$ cat src/sv/owrse_pkg.sv
// Shared types and constants for the 1-Wire ROM search decision engine.
`timescale 1ns / 1ps

package owrse_pkg;

    localparam int ROM_BITS = 64;
    localparam int POS_W    = $clog2(ROM_BITS + 1);
    localparam int IDX_W    = $clog2(ROM_BITS);
    localparam int CODE_W   = 64;
    localparam int COUNT_W  = 8;

    localparam logic [7:0]         CMD_SEARCH = 8'hF0;
    localparam logic [7:0]         CMD_ALARM  = 8'hEC;
    localparam logic [COUNT_W-1:0] COUNT_MAX  = '1;

    localparam int S_DATA_W = 8;
    localparam int M_DATA_W = 88;
    localparam int M_USER_W = 3;
    localparam int PADDR_W  = 3;

    localparam logic [PADDR_W-1:0] REG_ALARM_ONLY = 3'd0;

    typedef enum logic [0:0] {
        MODE_START = 1'b0,
        MODE_PAIR  = 1'b1
    } owrse_mode_t;

    typedef enum logic [2:0] {
        KIND_COMMAND = 3'd0,
        KIND_WRITE   = 3'd1,
        KIND_FOUND   = 3'd2,
        KIND_ABORT   = 3'd3,
        KIND_DONE    = 3'd4,
        KIND_IGNORED = 3'd5
    } owrse_kind_t;

    typedef struct packed {
        logic [ROM_BITS-1:0] rom_bits;
        logic [POS_W-1:0]    last_fork;
        logic [POS_W-1:0]    pass_fork;
        logic [POS_W-1:0]    bit_position;
        logic                in_pass;
        logic                search_finished;
        logic [COUNT_W-1:0]  device_total;
    } owrse_state_t;

    typedef struct packed {
        owrse_kind_t        kind;
        logic [7:0]         command_byte;
        logic               direction_bit;
        logic [CODE_W-1:0]  rom_code;
        logic               more_remain;
        logic [COUNT_W-1:0] found_count;
    } owrse_result_t;

endpackage

$ cat src/sv/owrse_step.sv
// One decision step of the search tree walk: next state and result word.
`timescale 1ns / 1ps

module owrse_step (
    input  owrse_pkg::owrse_state_t  state,
    input  logic                     alarm_only,
    input  owrse_pkg::owrse_mode_t   mode,
    input  logic                     presence,
    input  logic                     true_bit,
    input  logic                     complement_bit,
    output owrse_pkg::owrse_state_t  state_next,
    output owrse_pkg::owrse_result_t result
);

    logic [owrse_pkg::POS_W-1:0] pos;
    logic [owrse_pkg::IDX_W-1:0] sh;
    logic                        dir;

    assign pos = state.bit_position;
    assign sh  = owrse_pkg::IDX_W'(pos - owrse_pkg::POS_W'(1));

    always_comb
    begin
        state_next = state;
        result     = '0;
        result.kind        = owrse_pkg::KIND_IGNORED;
        result.found_count = state.device_total;
        dir = 1'b0;

        if (mode == owrse_pkg::MODE_START)
        begin
            if (state.search_finished || !presence)
            begin
                result.kind = state.search_finished ? owrse_pkg::KIND_DONE
                                                    : owrse_pkg::KIND_ABORT;
                state_next.in_pass         = 1'b0;
                state_next.last_fork       = '0;
                state_next.pass_fork       = '0;
                state_next.bit_position    = owrse_pkg::POS_W'(1);
                state_next.search_finished = 1'b0;
                state_next.device_total    = '0;
            end
            else
            begin
                result.kind         = owrse_pkg::KIND_COMMAND;
                result.command_byte = alarm_only ? owrse_pkg::CMD_ALARM
                                                 : owrse_pkg::CMD_SEARCH;
                state_next.in_pass      = 1'b1;
                state_next.bit_position = owrse_pkg::POS_W'(1);
                state_next.pass_fork    = '0;
            end
        end
        else if (state.in_pass)
        begin
            if (true_bit && complement_bit)
            begin
                result.kind = owrse_pkg::KIND_ABORT;
                state_next.in_pass         = 1'b0;
                state_next.last_fork       = '0;
                state_next.pass_fork       = '0;
                state_next.bit_position    = owrse_pkg::POS_W'(1);
                state_next.search_finished = 1'b0;
                state_next.device_total    = '0;
            end
            else
            begin
                // fork: replay the previous ROM below the last fork, turn at it, take 0 past it
                if (!true_bit && !complement_bit)
                begin
                    if (pos < state.last_fork)
                    begin
                        dir = state.rom_bits[sh];
                        if (!dir)
                        begin
                            state_next.pass_fork = pos;
                        end
                    end
                    else if (pos == state.last_fork)
                    begin
                        dir = 1'b1;
                    end
                    else
                    begin
                        dir = 1'b0;
                        state_next.pass_fork = pos;
                    end
                end
                else
                begin
                    dir = true_bit;
                end

                state_next.rom_bits[sh] = dir;
                result.direction_bit    = dir;

                if (pos >= owrse_pkg::POS_W'(owrse_pkg::ROM_BITS))
                begin
                    result.kind        = owrse_pkg::KIND_FOUND;
                    result.rom_code    = owrse_pkg::CODE_W'(state_next.rom_bits);
                    result.more_remain = (state_next.pass_fork != '0);
                    state_next.last_fork = state_next.pass_fork;
                    if (state.device_total != owrse_pkg::COUNT_MAX)
                    begin
                        state_next.device_total = state.device_total + 1'b1;
                    end
                    result.found_count      = state_next.device_total;
                    state_next.in_pass      = 1'b0;
                    state_next.bit_position = owrse_pkg::POS_W'(1);
                    if (state_next.pass_fork == '0)
                    begin
                        state_next.search_finished = 1'b1;
                    end
                end
                else
                begin
                    result.kind = owrse_pkg::KIND_WRITE;
                    state_next.bit_position = pos + owrse_pkg::POS_W'(1);
                end
            end
        end
    end

endmodule

$ cat src/sv/onewire_rom_search_engine_unit.sv
// Top level of the 1-Wire ROM search decision engine: ports, pipeline, state.
//
// channel  dir  tdata                                   tuser
// s_       in   presence, true_bit, complement_bit      mode
// m_       out  command_byte, direction_bit, rom_code,  kind
//               more_remain, found_count
// apb      in   reg 0 at 0x0: alarm_only
//
// One word per cycle sustained while m_tready is high; each taken word goes
// through the input register, then the result register. The search state lives
// next to the result register, so each word sees what the word before it left.
// Reset clears the search state, alarm_only and both valid flags.
// A stall on m_tready holds the result register and backs up through the
// input register to s_tready.
`timescale 1ns / 1ps

module onewire_rom_search_engine_unit (
    input  logic                               clk,
    input  logic                               rst_n,
    input  logic                               s_tvalid,
    output logic                               s_tready,
    // [0] presence, [1] true_bit, [2] complement_bit, [7:3] zero
    input  logic [owrse_pkg::S_DATA_W-1:0]     s_tdata,
    // [0] mode
    input  logic                               s_tuser,
    output logic                               m_tvalid,
    input  logic                               m_tready,
    // [7:0] command_byte, [8] direction_bit, [72:9] rom_code,
    // [73] more_remain, [81:74] found_count, [87:82] zero
    output logic [owrse_pkg::M_DATA_W-1:0]     m_tdata,
    // [2:0] kind
    output logic [owrse_pkg::M_USER_W-1:0]     m_tuser,
    input  logic                               psel,
    input  logic                               penable,
    input  logic                               pwrite,
    input  logic [owrse_pkg::PADDR_W-1:0]      paddr,
    input  logic [31:0]                        pwdata,
    output logic [31:0]                        prdata,
    output logic                               pready
);

    logic                     alarm_only_reg;
    logic                     in_valid_reg;
    owrse_pkg::owrse_mode_t   in_mode_reg;
    logic [2:0]               in_bits_reg;
    logic                     out_valid_reg;
    owrse_pkg::owrse_result_t out_result_reg;
    owrse_pkg::owrse_state_t  state_reg;
    owrse_pkg::owrse_state_t  state_next;
    owrse_pkg::owrse_result_t result_next;
    logic                     advance;
    logic                     reg_sel;

    assign reg_sel  = (paddr[owrse_pkg::PADDR_W-1] == owrse_pkg::REG_ALARM_ONLY[2]);
    assign pready   = 1'b1;
    assign prdata   = reg_sel ? {31'd0, alarm_only_reg} : 32'd0;

    assign advance  = in_valid_reg && (!out_valid_reg || m_tready);
    assign s_tready = !in_valid_reg || advance;

    owrse_step u_step (
        .state          (state_reg),
        .alarm_only     (alarm_only_reg),
        .mode           (in_mode_reg),
        .presence       (in_bits_reg[0]),
        .true_bit       (in_bits_reg[1]),
        .complement_bit (in_bits_reg[2]),
        .state_next     (state_next),
        .result         (result_next)
    );

    always_ff @(posedge clk or negedge rst_n)
    begin
        if (!rst_n)
        begin
            alarm_only_reg            <= 1'b0;
            in_valid_reg              <= 1'b0;
            out_valid_reg             <= 1'b0;
            state_reg.rom_bits        <= '0;
            state_reg.last_fork       <= '0;
            state_reg.pass_fork       <= '0;
            state_reg.bit_position    <= owrse_pkg::POS_W'(1);
            state_reg.in_pass         <= 1'b0;
            state_reg.search_finished <= 1'b0;
            state_reg.device_total    <= '0;
        end
        else
        begin
            if (psel && penable && pwrite && pready && reg_sel)
            begin
                alarm_only_reg <= pwdata[0];
            end

            if (s_tready)
            begin
                in_valid_reg <= s_tvalid;
            end

            if (advance)
            begin
                state_reg     <= state_next;
                out_valid_reg <= 1'b1;
            end
            else if (m_tready)
            begin
                out_valid_reg <= 1'b0;
            end
        end
    end

    // payload: no reset
    always_ff @(posedge clk)
    begin
        if (s_tready && s_tvalid)
        begin
            in_mode_reg <= owrse_pkg::owrse_mode_t'(s_tuser);
            in_bits_reg <= s_tdata[2:0];
        end
        if (advance)
        begin
            out_result_reg <= result_next;
        end
    end

    assign m_tvalid = out_valid_reg;
    assign m_tuser  = out_result_reg.kind;
    assign m_tdata  = {6'd0,
                       out_result_reg.found_count,
                       out_result_reg.more_remain,
                       out_result_reg.rom_code,
                       out_result_reg.direction_bit,
                       out_result_reg.command_byte};

endmodule

$ cat config.mk
export PLATFORM = sky130hd
export DESIGN_NAME = onewire_rom_search_engine_unit
export DESIGN_NICKNAME = d
export VERILOG_FILES = /design/src/sv/owrse_pkg.sv /design/src/sv/owrse_step.sv /design/src/sv/onewire_rom_search_engine_unit.sv
export SDC_FILE = /design/constraint.sdc
export NUM_CORES = 1
export LEC_CHECK = 0
export BUFFER_PORTS_ARGS = -buffer_cell sky130_fd_sc_hd__buf_2
export CAP_MARGIN = 30
export CORE_ASPECT_RATIO = 1.75
export CORE_MARGIN = 4
export CORE_UTILIZATION = 49
export DETAILED_ROUTE_END_ITERATION = 7
export GPL_ROUTABILITY_DRIVEN = 0
export HOLD_SLACK_MARGIN = 0.15
export PLACE_DENSITY = 0.75
export SYNTH_ARGS = -nofsm -noshare
export SYNTH_HDL_FRONTEND = slang
export SYNTH_SLANG_ARGS = --single-unit
$ cat constraint.sdc
create_clock -name clk -period 3.5 [get_ports clk]
set_input_delay 0.175 -clock clk [delete_from_list [all_inputs] [get_ports clk]]
set_output_delay 0.175 -clock clk [all_outputs]
set_load 0.01 [all_outputs]
# Word-level counts from Yosys, hierarchy flattened
# Cells that the tools add are included.
totals:
  register_bits: 187
  latchBits: 0
  ram_bits: 0
  rom_bits: 0
  inputBits: 51
  out_inout_bits: 126
  word_cells: 105
  mem_count: 0
op_classes:
  addsub: 3
  multipliers: 0
  div_mod_pow: 0
  order_cmp: 4
  n_eq_ne: 5
  shift: 0
  muxes: 43
  n_bitwise: 5
  n_reduce_logical: 27
ops:
  columns: ["op", "count"]
  rows:
  - ["31-bit two-way mux", 3]
  - ["7-bit two-way mux", 10]
  - ["64-bit bitwise mux", 1]
  - ["8-bit two-way mux", 5]
  - ["1-bit two-way mux", 13]
  - ["3-bit two-way mux", 4]
  - ["10-bit two-way mux", 1]
  - ["9-bit two-way mux", 1]
  - ["8-bit by 1-bit adder with 8-bit output (second input constant)", 1]
  - ["1-bit logical AND", 8]
  - ["8-bit != test (second input constant)", 1]
  - ["4-bit AND reduction", 2]
  - ["7-bit by 1-bit adder with 7-bit output (second input constant)", 1]
  - ["7-bit equality test", 1]
  - ["7-bit greater-or-equal comparator (second input constant)", 1]
  - ["7-bit zero test", 1]
  - ["6-bit by 7-bit less-than comparator with 1-bit output (second input constant)", 1]
  - ["7-bit less-than comparator", 1]
  - ["7-bit nonzero test", 1]
  - ["1-bit binary-select mux with 6-bit select", 1]
  - ["1-bit demux with 6-bit select", 1]
  - ["6-bit by 1-bit greater-or-equal comparator with 1-bit output (second input constant)", 1]
  - ["3-bit by 1-bit != test with 1-bit output (second input constant)", 2]
  - ["6-bit by 1-bit subtractor with 6-bit output (second input constant)", 1]
  - ["other kinds (12)", 24]

# Logic depth before layout (Yosys ltp)
# Gate-level depths: netlist of run 1.
logic_depth:
  depth_word: 15
  mapped_depth: 16

# Hierarchy
# From an unflattened synthesis of run 1, not the netlist that was laid out.
unflattened:
  hier_cells: 1043
  hier_area_um2: 10901.7
modules_own_cells:
  columns: ["module", "n_inst", "cells_per_inst", "area_per_inst_um2", "seq_area_each_um2"]
  rows:
  - ["onewire_rom_search_engine_unit", 1, 342, 6792.8, 5126.2]
  - ["owrse_step", 1, 701, 4108.9, 0.0]

# Worst setup path after synthesis of run 1
# No wires, ideal clock.
synth_timing:
  path_kind: "register to register"
  startpoint: "register out_valid_reg, in the netlist m_tvalid"
  endpoint: "register state_reg[60] (netlist bit)"
  setup_time_ns: 0.082
  arrival_time_ns: 3.744
  t_required_ns: 3.418
  path_slack_ns: -0.326
  path_stages_with_launch: 9
  n_path_buf: 1
  cell_sequence: "dfrtp_1 nand2b_1 nand2_1 inv_1 nand2_1 nor3_1 clkbuf_1 a21oi_1 a31oi_1"
synth_between:
  elab_chain_len: 4
synth_rtl:
  columns: ["element", "line_no", "rtl"]
  rows:
  - ["from (decl)", "onewire_rom_search_engine_unit.sv:46", "logic out_valid_reg;"]
  - ["from (signal assigned)", "onewire_rom_search_engine_unit.sv:78", "out_valid_reg <= 1'b0;"]
  - ["from (signal assigned)", "onewire_rom_search_engine_unit.sv:102", "out_valid_reg <= 1'b1;"]
  - ["from (signal assigned)", "onewire_rom_search_engine_unit.sv:106", "out_valid_reg <= 1'b0;"]
  - ["1-bit zero test", "onewire_rom_search_engine_unit.sv:58", "assign advance = in_valid_reg && (!out_valid_reg || m_tready);"]
  - ["1-bit logical OR", "onewire_rom_search_engine_unit.sv:58", null]
  - ["1-bit logical AND", "onewire_rom_search_engine_unit.sv:58", null]
  - ["net advance", "onewire_rom_search_engine_unit.sv:51", "logic advance;"]
  - ["4-bit AND reduction (no source line)", null, null]
  - ["to (signal assigned)", "onewire_rom_search_engine_unit.sv:101", "state_reg <= state_next;"]
  - ["to (decl)", "onewire_rom_search_engine_unit.sv:48", "owrse_pkg::owrse_state_t state_reg;"]
# The timed path passes the listed nets, and every way through them passes these cells.
# A chain may end at the register's enable or synchronous reset.

# Worst setup path in the final report of run 1
layout_timing:
  startpoint: "register state_reg[10] (netlist bit)"
  endpoint: "register out_result_reg, in the netlist m_tdata[64] (data pin)"
layout_between:
  elab_chain_len: 9
  elab_cells_between_ends: 20
  cone_classes: "1 x add/sub; 4 x order compare; 1 x eq/ne; 11 x mux; 1 x bitwise; 2 x reduce/logical"
layout_rtl:
  columns: ["element", "line_no", "rtl"]
  rows:
  - ["6-bit by 1-bit subtractor with 6-bit output", "owrse_step.sv:20", "assign sh = owrse_pkg::IDX_W'(pos - owrse_pkg::POS_W'(1));"]
  - ["1-bit binary-select mux with 6-bit select", "owrse_step.sv:72", "dir = state.rom_bits[sh];"]
  - ["1-bit two-way mux (implied by the code)", "owrse_step.sv:72", null]
  - ["1-bit two-way mux", "owrse_step.sv:70", "if (pos < state.last_fork)"]
  - ["1-bit two-way mux", "owrse_step.sv:68", "if (!true_bit && !complement_bit)"]
  - ["1-bit two-way mux", "owrse_step.sv:55", "if (true_bit && complement_bit)"]
  - ["1-bit two-way mux", "owrse_step.sv:53", "else if (state.in_pass)"]
  - ["1-bit two-way mux", "owrse_step.sv:30", "if (mode == owrse_pkg::MODE_START)"]
  - ["64-bit bitwise mux", "owrse_step.sv:93", "state_next.rom_bits[sh] = dir;"]
  - ["to (signal assigned)", "onewire_rom_search_engine_unit.sv:121", "out_result_reg <= result_next;"]
  - ["to (decl)", "onewire_rom_search_engine_unit.sv:47", "owrse_pkg::owrse_result_t out_result_reg;"]
# Parallel ways exist; a longest one is shown, timed or not. The select of a mux whose other input is x is not followed.

==> run summary, run 1 <==
Status
* run status: complete, no violations

CTS
* CTS clock-pin slew for the worst setup and hold paths: 0.06 ns
* clock sink total: 182
* clock tree root driver cell: sky130_fd_sc_hd__clkbuf_16
* number of buffers on the longest clock path: 2
* TritonCTS clock tree: built
* htree depth: 4
* clock insertion delay at the later pin of the skew report: 0.44 ns
* Num CTS Buffers: 17

Global routing
* maximum number of pins on one net before global-route repair: 67
* global-route wire length before repair: 40410 um
* global route overflow: 0
* total routing resource utilization after global routing: 0.2386
* initial antenna violation count: 0
* via count of the first global-routing pass: 7497

Die
* die extent in y: 193.1 um
* Initial Util: 0.4995
* std cell rows: 67
* num ports: 177
* chip width: 113.8 um
* area of the core: 19200 sq um
* area of the die: 21960 sq um

Power and ir drop
* VDD IR max: 379.4 uV
* total power: 0.008032 W
* leakage dissipation: 4.510 nW
* power density cells: 708.4 nW/um^2

Placement
* worst slack, placed: -0.05282 ns
* number of buffers added on ports: 98
* Detail Placement HPWL: 17830 um

Timing
* worst setup slack after layout: 0.1865 ns
* number of pins exceeding their max-slew limit in the final report: 0
* maximum clock skew at final layout: 0.01435 ns
* Worst-Margin Slew: 0.8848 ns
* highest clock rate: 301.8 MHz
* Setup violations, final: 0
* fraction of the cycle the final worst path needs: 0.9467
* setup repair after global routing missed its margin: false
* fin crit period: 3.314 ns
* Max-slew headroom: 0.4102
* final hold vios: 0

Worst setup path
* slowest library cell on the worst path: sky130_fd_sc_hd__dfstp_2
* max incr delay on CP: 0.54 ns
* RR Endpoint: m_tdata[64]$_SDFFCE_PP0P_
* kind of cell adding the most delay to the critical path: compound AO/OA/AOI/OAI gates
* depth of the worst register-to-register path: 12
* startpoint of the worst-slack reg-to-reg timing path: state_reg[10]$_DFFE_PN1P_
* most frequent CP cell: sky130_fd_sc_hd__buf_4
* startpoint type of the worst setup path: flip-flop
* worst reg2reg setup slack: 0.19 ns
* CP Cell Sequence: clkinv_2 > ha_2 > buf_12 > nor2_1 > mux4_2 > a311oi_1 > o21ai_1 > o31ai_2 > buf_4 > a21oi_2 > buf_4 > a311oi_2
* critical path data required time: 3.72 ns
* data arrival time of the critical path: 3.53 ns
* Max Fanout on Critical Path: 19
* Buf/Inv on CP: 4
* kind of end point of the critical path: flip-flop
* Crit Path Category: reg -> reg

Routing
* drc violations: 0
* DR iter-0 viols: 739
* number of vias per cell: 6.325
* Pre-Repair DR Iteration Count: 5
* average routed wire per standard cell: 21.27 um
* vias: 7913
* Final ANT Viol Nets: 0
* final WL: 26610 um

Flow run
* max-cap viol count: 0

Logic synthesis
* area share of the leading cell type in the synthesized netlist: 0.2630
* Gate Count Post-Synth: 882
* cell area after synthesis: 9589 sq um
* number of synthesized register bits: 182
* number of flops mapped to enable cells by yosys: 84
* largest cells by area after synthesis: sky130_fd_sc_hd__edfxtp_1, sky130_fd_sc_hd__dfrtp_1, sky130_fd_sc_hd__a21oi_1, sky130_fd_sc_hd__a311oi_2, sky130_fd_sc_hd__a31oi_1
* synthesized area divided by synthesized cell count: 10.87 sq um
* leading area contributor after synthesis: sky130_fd_sc_hd__edfxtp_1
* main flop type after synthesis: sky130_fd_sc_hd__dfrtp_1
* sequential fraction of the synthesis area: 0.5189
* count of warnings emitted by yosys: 0
* number of unique standard cell types used by synthesis: 64
* async set-reset flop share out of synthesis: 0.5385

Layout
* register area: 4976 sq um
* proportion of layout cells with a drive suffix above 1: 0.2851
* leading cell type in the layout, fill and taps excluded: sky130_fd_sc_hd__a21oi_1
* Largest register FFs: 95
* commonest cells after routing, fill and taps aside: sky130_fd_sc_hd__a21oi_1, sky130_fd_sc_hd__buf_2, sky130_fd_sc_hd__dfrtp_1
* number of fill cells in the layout: 1550
* multi-input combinational cell area: 4090 sq um
* Util after Layout: 0.5906
* NumNets Final: 1058
* count of inserted antenna diode cells: 0
* area added between synthesis and finish: 18.23%

Hold path
* Worst Hold Class: in -> async

how the worst max path moves through the flow:
stage | start | cells past startpoint | end | slack, ns
floorplan | state_reg[10]$_DFFE_PN1P_ | 15 | m_tdata[10]$_SDFFCE_PP0P_ | 0.06
global placement | state_reg[10]$_DFFE_PN1P_ | 12 | m_tdata[29]$_SDFFCE_PP0P_ | 0.004
detailed placement | state_reg[10]$_DFFE_PN1P_ | 13 | m_tdata[29]$_SDFFCE_PP0P_ | -0.05
CTS | state_reg[10]$_DFFE_PN1P_ | 13 | m_tdata[26]$_SDFFCE_PP0P_ | 0.02
global route | state_reg[10]$_DFFE_PN1P_ | 13 | m_tdata[54]$_SDFFCE_PP0P_ | 0.02
finish | state_reg[10]$_DFFE_PN1P_ | 12 | m_tdata[64]$_SDFFCE_PP0P_ | 0.19
what timing repair did:
item                                    in CTS  in global routing
buffers inserted                             1                  0
endpoints found under the hold margin       70                  0
hold buffers                                10                  0
pin swaps                                    1                  3
gates cloned                                 0                  3
gates resized for setup                      1                 22
endpoints found under the setup margin       2                105
cells by family after synthesis:
kind of cell             Yosys count  share of synthesized area
AO/OA/AOI/OAI                    347                     0.2518
XOR/XNOR                           8                   0.008874
adder cells (fa/ha/maj)           10                    0.01305
buffers and inverters            149                    0.08390
flip-flops                       182                     0.5189
multiplexers                      28                    0.04332
other                              2                  0.0007832
AND/OR/NAND/NOR                  156                    0.07933
worst register-to-register path: stages (launching register included):
cell and delay (ns):
sky130_fd_sc_hd__dfstp_2 0.54, sky130_fd_sc_hd__clkinv_2 0.06, sky130_fd_sc_hd__ha_2 0.38, sky130_fd_sc_hd__buf_12 0.18, sky130_fd_sc_hd__nor2_1 0.05, sky130_fd_sc_hd__mux4_2 0.45
sky130_fd_sc_hd__a311oi_1 0.26, sky130_fd_sc_hd__o21ai_1 0.15, sky130_fd_sc_hd__o31ai_2 0.26, sky130_fd_sc_hd__buf_4 0.17, sky130_fd_sc_hd__a21oi_2 0.13, sky130_fd_sc_hd__buf_4 0.17
sky130_fd_sc_hd__a311oi_2 0.32
per-stage QoR:
stage	hold WS (ns)	area (sq um)	instances	TNS (ns)
2_1_floorplan	-0.1206	9737	920	0
3_3_place_gp	0.3358	10440	1204	0
3_5_place_dp	0.3443	10450	1205	-0.05282
4_1_cts	0.4418	11160	1248	0
5_1_grt	0.4756	11340	1251	0
6_report	0.4055	11340	1251	0
metal layers:
layer  part of all wire  vias to the layer above  global-route usage
met5                  0                        -                   0
met4              0.054                        0              0.1462
met3              0.052                       90             0.03279
met2               0.55                      381              0.4283
met1               0.35                     3897              0.2646
li1                   -                     3545                   -
report_power, final:
part           internal, W  switching (W)  leakage, nW
registers          0.00245       0.000165         2.19
logic              0.00125        0.00221         2.02
clock network      0.00114       0.000822        0.302
total              0.00484        0.00319         4.51
final cells by class:
class                           instances  share of cell area
Sequential cell                       182              0.4389
Multi-Input combinational cell        590              0.3608
Timing Repair Buffer                  187              0.1136
Clock buffer                           21             0.04260
Tap cell                              241             0.02660
Clock inverter                         11             0.01048
Inverter                               19            0.007063
synthesized netlist by cell type, types with 17 or more instances:
library cell and number:
sky130_fd_sc_hd__a31oi_1 65, sky130_fd_sc_hd__nand3_1 19, sky130_fd_sc_hd__a311oi_1 31, sky130_fd_sc_hd__o21ai_0 24, sky130_fd_sc_hd__a311oi_2 34, sky130_fd_sc_hd__dfrtp_1 97, sky130_fd_sc_hd__clkbuf_1 59, sky130_fd_sc_hd__nor2_1 35
sky130_fd_sc_hd__a21oi_1 147, sky130_fd_sc_hd__edfxtp_1 84, sky130_fd_sc_hd__inv_1 17, sky130_fd_sc_hd__buf_4 51, sky130_fd_sc_hd__nand2_1 41
No activity file was read; power rests on OpenSTA's default activity.
==> run 2: changes to the inputs <==
Settings changed: RECOVER_POWER set to 25.
==> run 2 against run 1 <==
Net effect:
- final area fell by 0.45%
- first-iteration DRC count increased by 2.4%
- fmax down 0.79%
- sequential cell count is the same
- critical path type unchanged
- core utilization decreased by 0.27 points
- the run now ends with capacitance limit, slew limit left
- final cell count stayed put
- critical path depth did not move
- largest cell class unchanged
- sequential power is essentially flat
==> run summary, run 2 (same netlist as run 1, synthesis figures left out) <==
Status
* run status: finished, violations left
* violated checks: capacitance limit, slew limit

CTS
* htree depth: 4, unchanged
* number of buffers on the longest clock path: 2, unchanged
* Num CTS Buffers: 17, unchanged
* clock sink total: 182, unchanged
* clock insertion delay at the later pin of the skew report: 0.44 ns, about the same
* clock tree root driver cell: sky130_fd_sc_hd__clkbuf_16
* TritonCTS clock tree: built
* CTS clock-pin slew for the worst setup and hold paths: 0.06 ns, about the same

Hold path
* cell depth of the worst min-delay path: 2
* critical hold path startpoint: s_tdata[0]
* Worst Hold Class: in -> reg
* worst hold path endpoint: in_bits_reg[0]$_DFFE_PP_

Timing
* fraction of the cycle the final worst path needs: 0.9543, +0.007531
* final hold vios: 0, unchanged
* worst setup slack after layout: 0.1601 ns, -0.02636 ns
* highest clock rate: 299.4 MHz, -0.79%
* setup repair after global routing missed its margin: false
* fin crit period: 3.340 ns, +0.02636 ns
* number of pins exceeding their max-slew limit in the final report: 67, +67
* maximum clock skew at final layout: 0.01391 ns, -0.0004421 ns
* Setup violations, final: 0, unchanged
* summed negative setup slack over all endpoints: 0 ns, unchanged
* Worst-Margin Slew: 1.727 ns, +0.8426 ns
* Max-slew headroom: -0.1516, -0.5617

Worst setup path
* startpoint type of the worst setup path: flip-flop
* kind of end point of the critical path: flip-flop
* data arrival time of the critical path: 3.56 ns, +0.03 ns
* startpoint of the worst-slack reg-to-reg timing path: state_reg[10]$_DFFE_PN1P_
* Crit Path Category: reg -> reg
* worst reg2reg setup slack: 0.16 ns, -0.03 ns
* RR Endpoint: m_tdata[64]$_SDFFCE_PP0P_
* critical path data required time: 3.72 ns, about the same
* depth of the worst register-to-register path: 12, unchanged
* Max Fanout on Critical Path: 19, unchanged

Routing
* average routed wire per standard cell: 21.30 um, +0.14%
* number of vias per cell: 6.325, about the same
* vias: 7912, -0.013%
* DR iter-0 viols: 757, +2.4%
* Final ANT Viol Nets: 0, unchanged
* final WL: 26640 um, +0.14%
* drc violations: 0, unchanged
* Pre-Repair DR Iteration Count: 6, +1

Placement
* worst slack, placed: -0.05282 ns, unchanged
* Detail Placement HPWL: 17830 um, unchanged
* dpl cells: 1205, unchanged
* number of buffers added on ports: 98, unchanged

Power and ir drop
* fraction of power consumed by the clock network: 0.244, about the same
* design internal power: 0.004830 W, -0.16%
* leakage dissipation: 4.387 nW, -2.7%
* switching part of the total: 0.3983, +0.0006608
* P_sw: 0.003198 W, +0.12%
* relative contribution of combinational cells to total power: 0.430, about the same
* power density cells: 711.3 nW/um^2, +0.40%
* VDD IR max: 380.1 uV, +0.18%
* portion of total power attributed to sequential cells: 0.326, about the same

Die
* die extent in y: 193.1 um, unchanged
* area of the die: 21960 sq um, unchanged
* std cell rows: 67, unchanged
* Initial Util: 0.4995, unchanged
* area of the core: 19200 sq um, unchanged
* chip width: 113.8 um, unchanged
* num ports: 177, unchanged

Layout
* multi-input combinational cell area: 4090 sq um, unchanged
* Post-Layout Cell Count: 1251, unchanged
* NumNets Final: 1058, unchanged
* Largest register FFs: 95, unchanged
* leading cell type in the layout, fill and taps excluded: sky130_fd_sc_hd__a21oi_1
* register area: 4976 sq um, unchanged
* area added between synthesis and finish: 17.69%
* number of fill cells in the layout: 1569, +1.2%
* proportion of layout cells with a drive suffix above 1: 0.2465, -0.03861
* commonest cells after routing, fill and taps aside: sky130_fd_sc_hd__a21oi_1, sky130_fd_sc_hd__dfrtp_1, sky130_fd_sc_hd__edfxtp_1
* count of inserted antenna diode cells: 0, unchanged

Global routing
* global-route wire length before repair: 40410 um, unchanged
* initial antenna violation count: 0, unchanged
* maximum number of pins on one net before global-route repair: 67, unchanged
* via count of the first global-routing pass: 7497, unchanged
* total routing resource utilization after global routing: 0.2386, unchanged
* global route overflow: 0, unchanged

Flow run
* max-cap viol count: 1, +1

-- run 2: worst max path at each step --
stage,start,endpoint,slack (ns)
6_report,state_reg[10]$_DFFE_PN1P_,m_tdata[64]$_SDFFCE_PP0P_,0.16
5_1_grt,state_reg[10]$_DFFE_PN1P_,m_tdata[54]$_SDFFCE_PP0P_,0.02
4_1_cts,state_reg[10]$_DFFE_PN1P_,m_tdata[26]$_SDFFCE_PP0P_,0.02
3_5_place_dp,state_reg[10]$_DFFE_PN1P_,m_tdata[29]$_SDFFCE_PP0P_,-0.05
3_3_place_gp,state_reg[10]$_DFFE_PN1P_,m_tdata[29]$_SDFFCE_PP0P_,0.004
2_1_floorplan,state_reg[10]$_DFFE_PN1P_,m_tdata[10]$_SDFFCE_PP0P_,0.06
-- run 2: per-stage QoR --
| step | instance area, sq um | power, W | util | hold WS, ns |
|---|---|---|---|---|
| detailed placement | 10450 | 0.005783 | 0.5441 | 0.3443 |
| floorplan | 9737 | 0.004720 | - | -0.1206 |
| global route | 11290 | 0.008387 | 0.5879 | 0.4756 |
| CTS | 11160 | 0.007775 | 0.5814 | 0.4418 |
| global placement | 10440 | 0.005721 | 0.5438 | 0.3358 |
| finish | 11290 | 0.008028 | 0.5879 | 0.4723 |
-- run 2: power by group through the flow --
stage	sequential, W	combinational (W)	clock [W]
after floorplan	0.00263	0.00209	0
after global placement	0.00265	0.00308	0
after detailed placement	0.00265	0.00313	0
after CTS	0.00261	0.00319	0.00197
after global routing	0.00264	0.00368	0.00207
final	0.00262	0.00345	0.00196
-- run 2: repair_timing --
item	in CTS	in global routing
gates cloned	0	3
resized for setup	1	22
hold buffers	10	0
pin swaps	1	3
buffers inserted	1	0
hold endpoints to repair	70	0
endpoints found under the setup margin	2	105
-- run 2: cell type report --
cell class	instances	area share
clock inverters	11	0.01053
clock buffers	21	0.04279
flip-flops and latches	182	0.4409
repair buffers	187	0.1095
well taps	241	0.02672
multi-input cells	590	0.3624
inverters	19	0.007095
-- run 2: critical path: stages, from the launching register on --
cell and delay (ns):
sky130_fd_sc_hd__dfstp_2 0.54, sky130_fd_sc_hd__clkinv_2 0.06, sky130_fd_sc_hd__ha_2 0.38, sky130_fd_sc_hd__buf_12 0.18, sky130_fd_sc_hd__nor2_1 0.05, sky130_fd_sc_hd__mux4_2 0.46, sky130_fd_sc_hd__a311oi_1 0.26, sky130_fd_sc_hd__o21ai_1 0.15
sky130_fd_sc_hd__o31ai_2 0.26, sky130_fd_sc_hd__buf_4 0.17, sky130_fd_sc_hd__a21oi_2 0.13, sky130_fd_sc_hd__buf_4 0.18, sky130_fd_sc_hd__a311oi_2 0.32
-- run 2: routing by layer --
| layer | wire length (um) | up-vias | GRT usage |
|---|---|---|---|
| li1 | - | 3540 | - |
| met1 | 9244 | 3877 | 0.2646 |
| met2 | 14520 | 399 | 0.4283 |
| met3 | 1396 | 96 | 0.03279 |
| met4 | 1483 | 0 | 0.1462 |
| met5 | 0 | - | 0 |
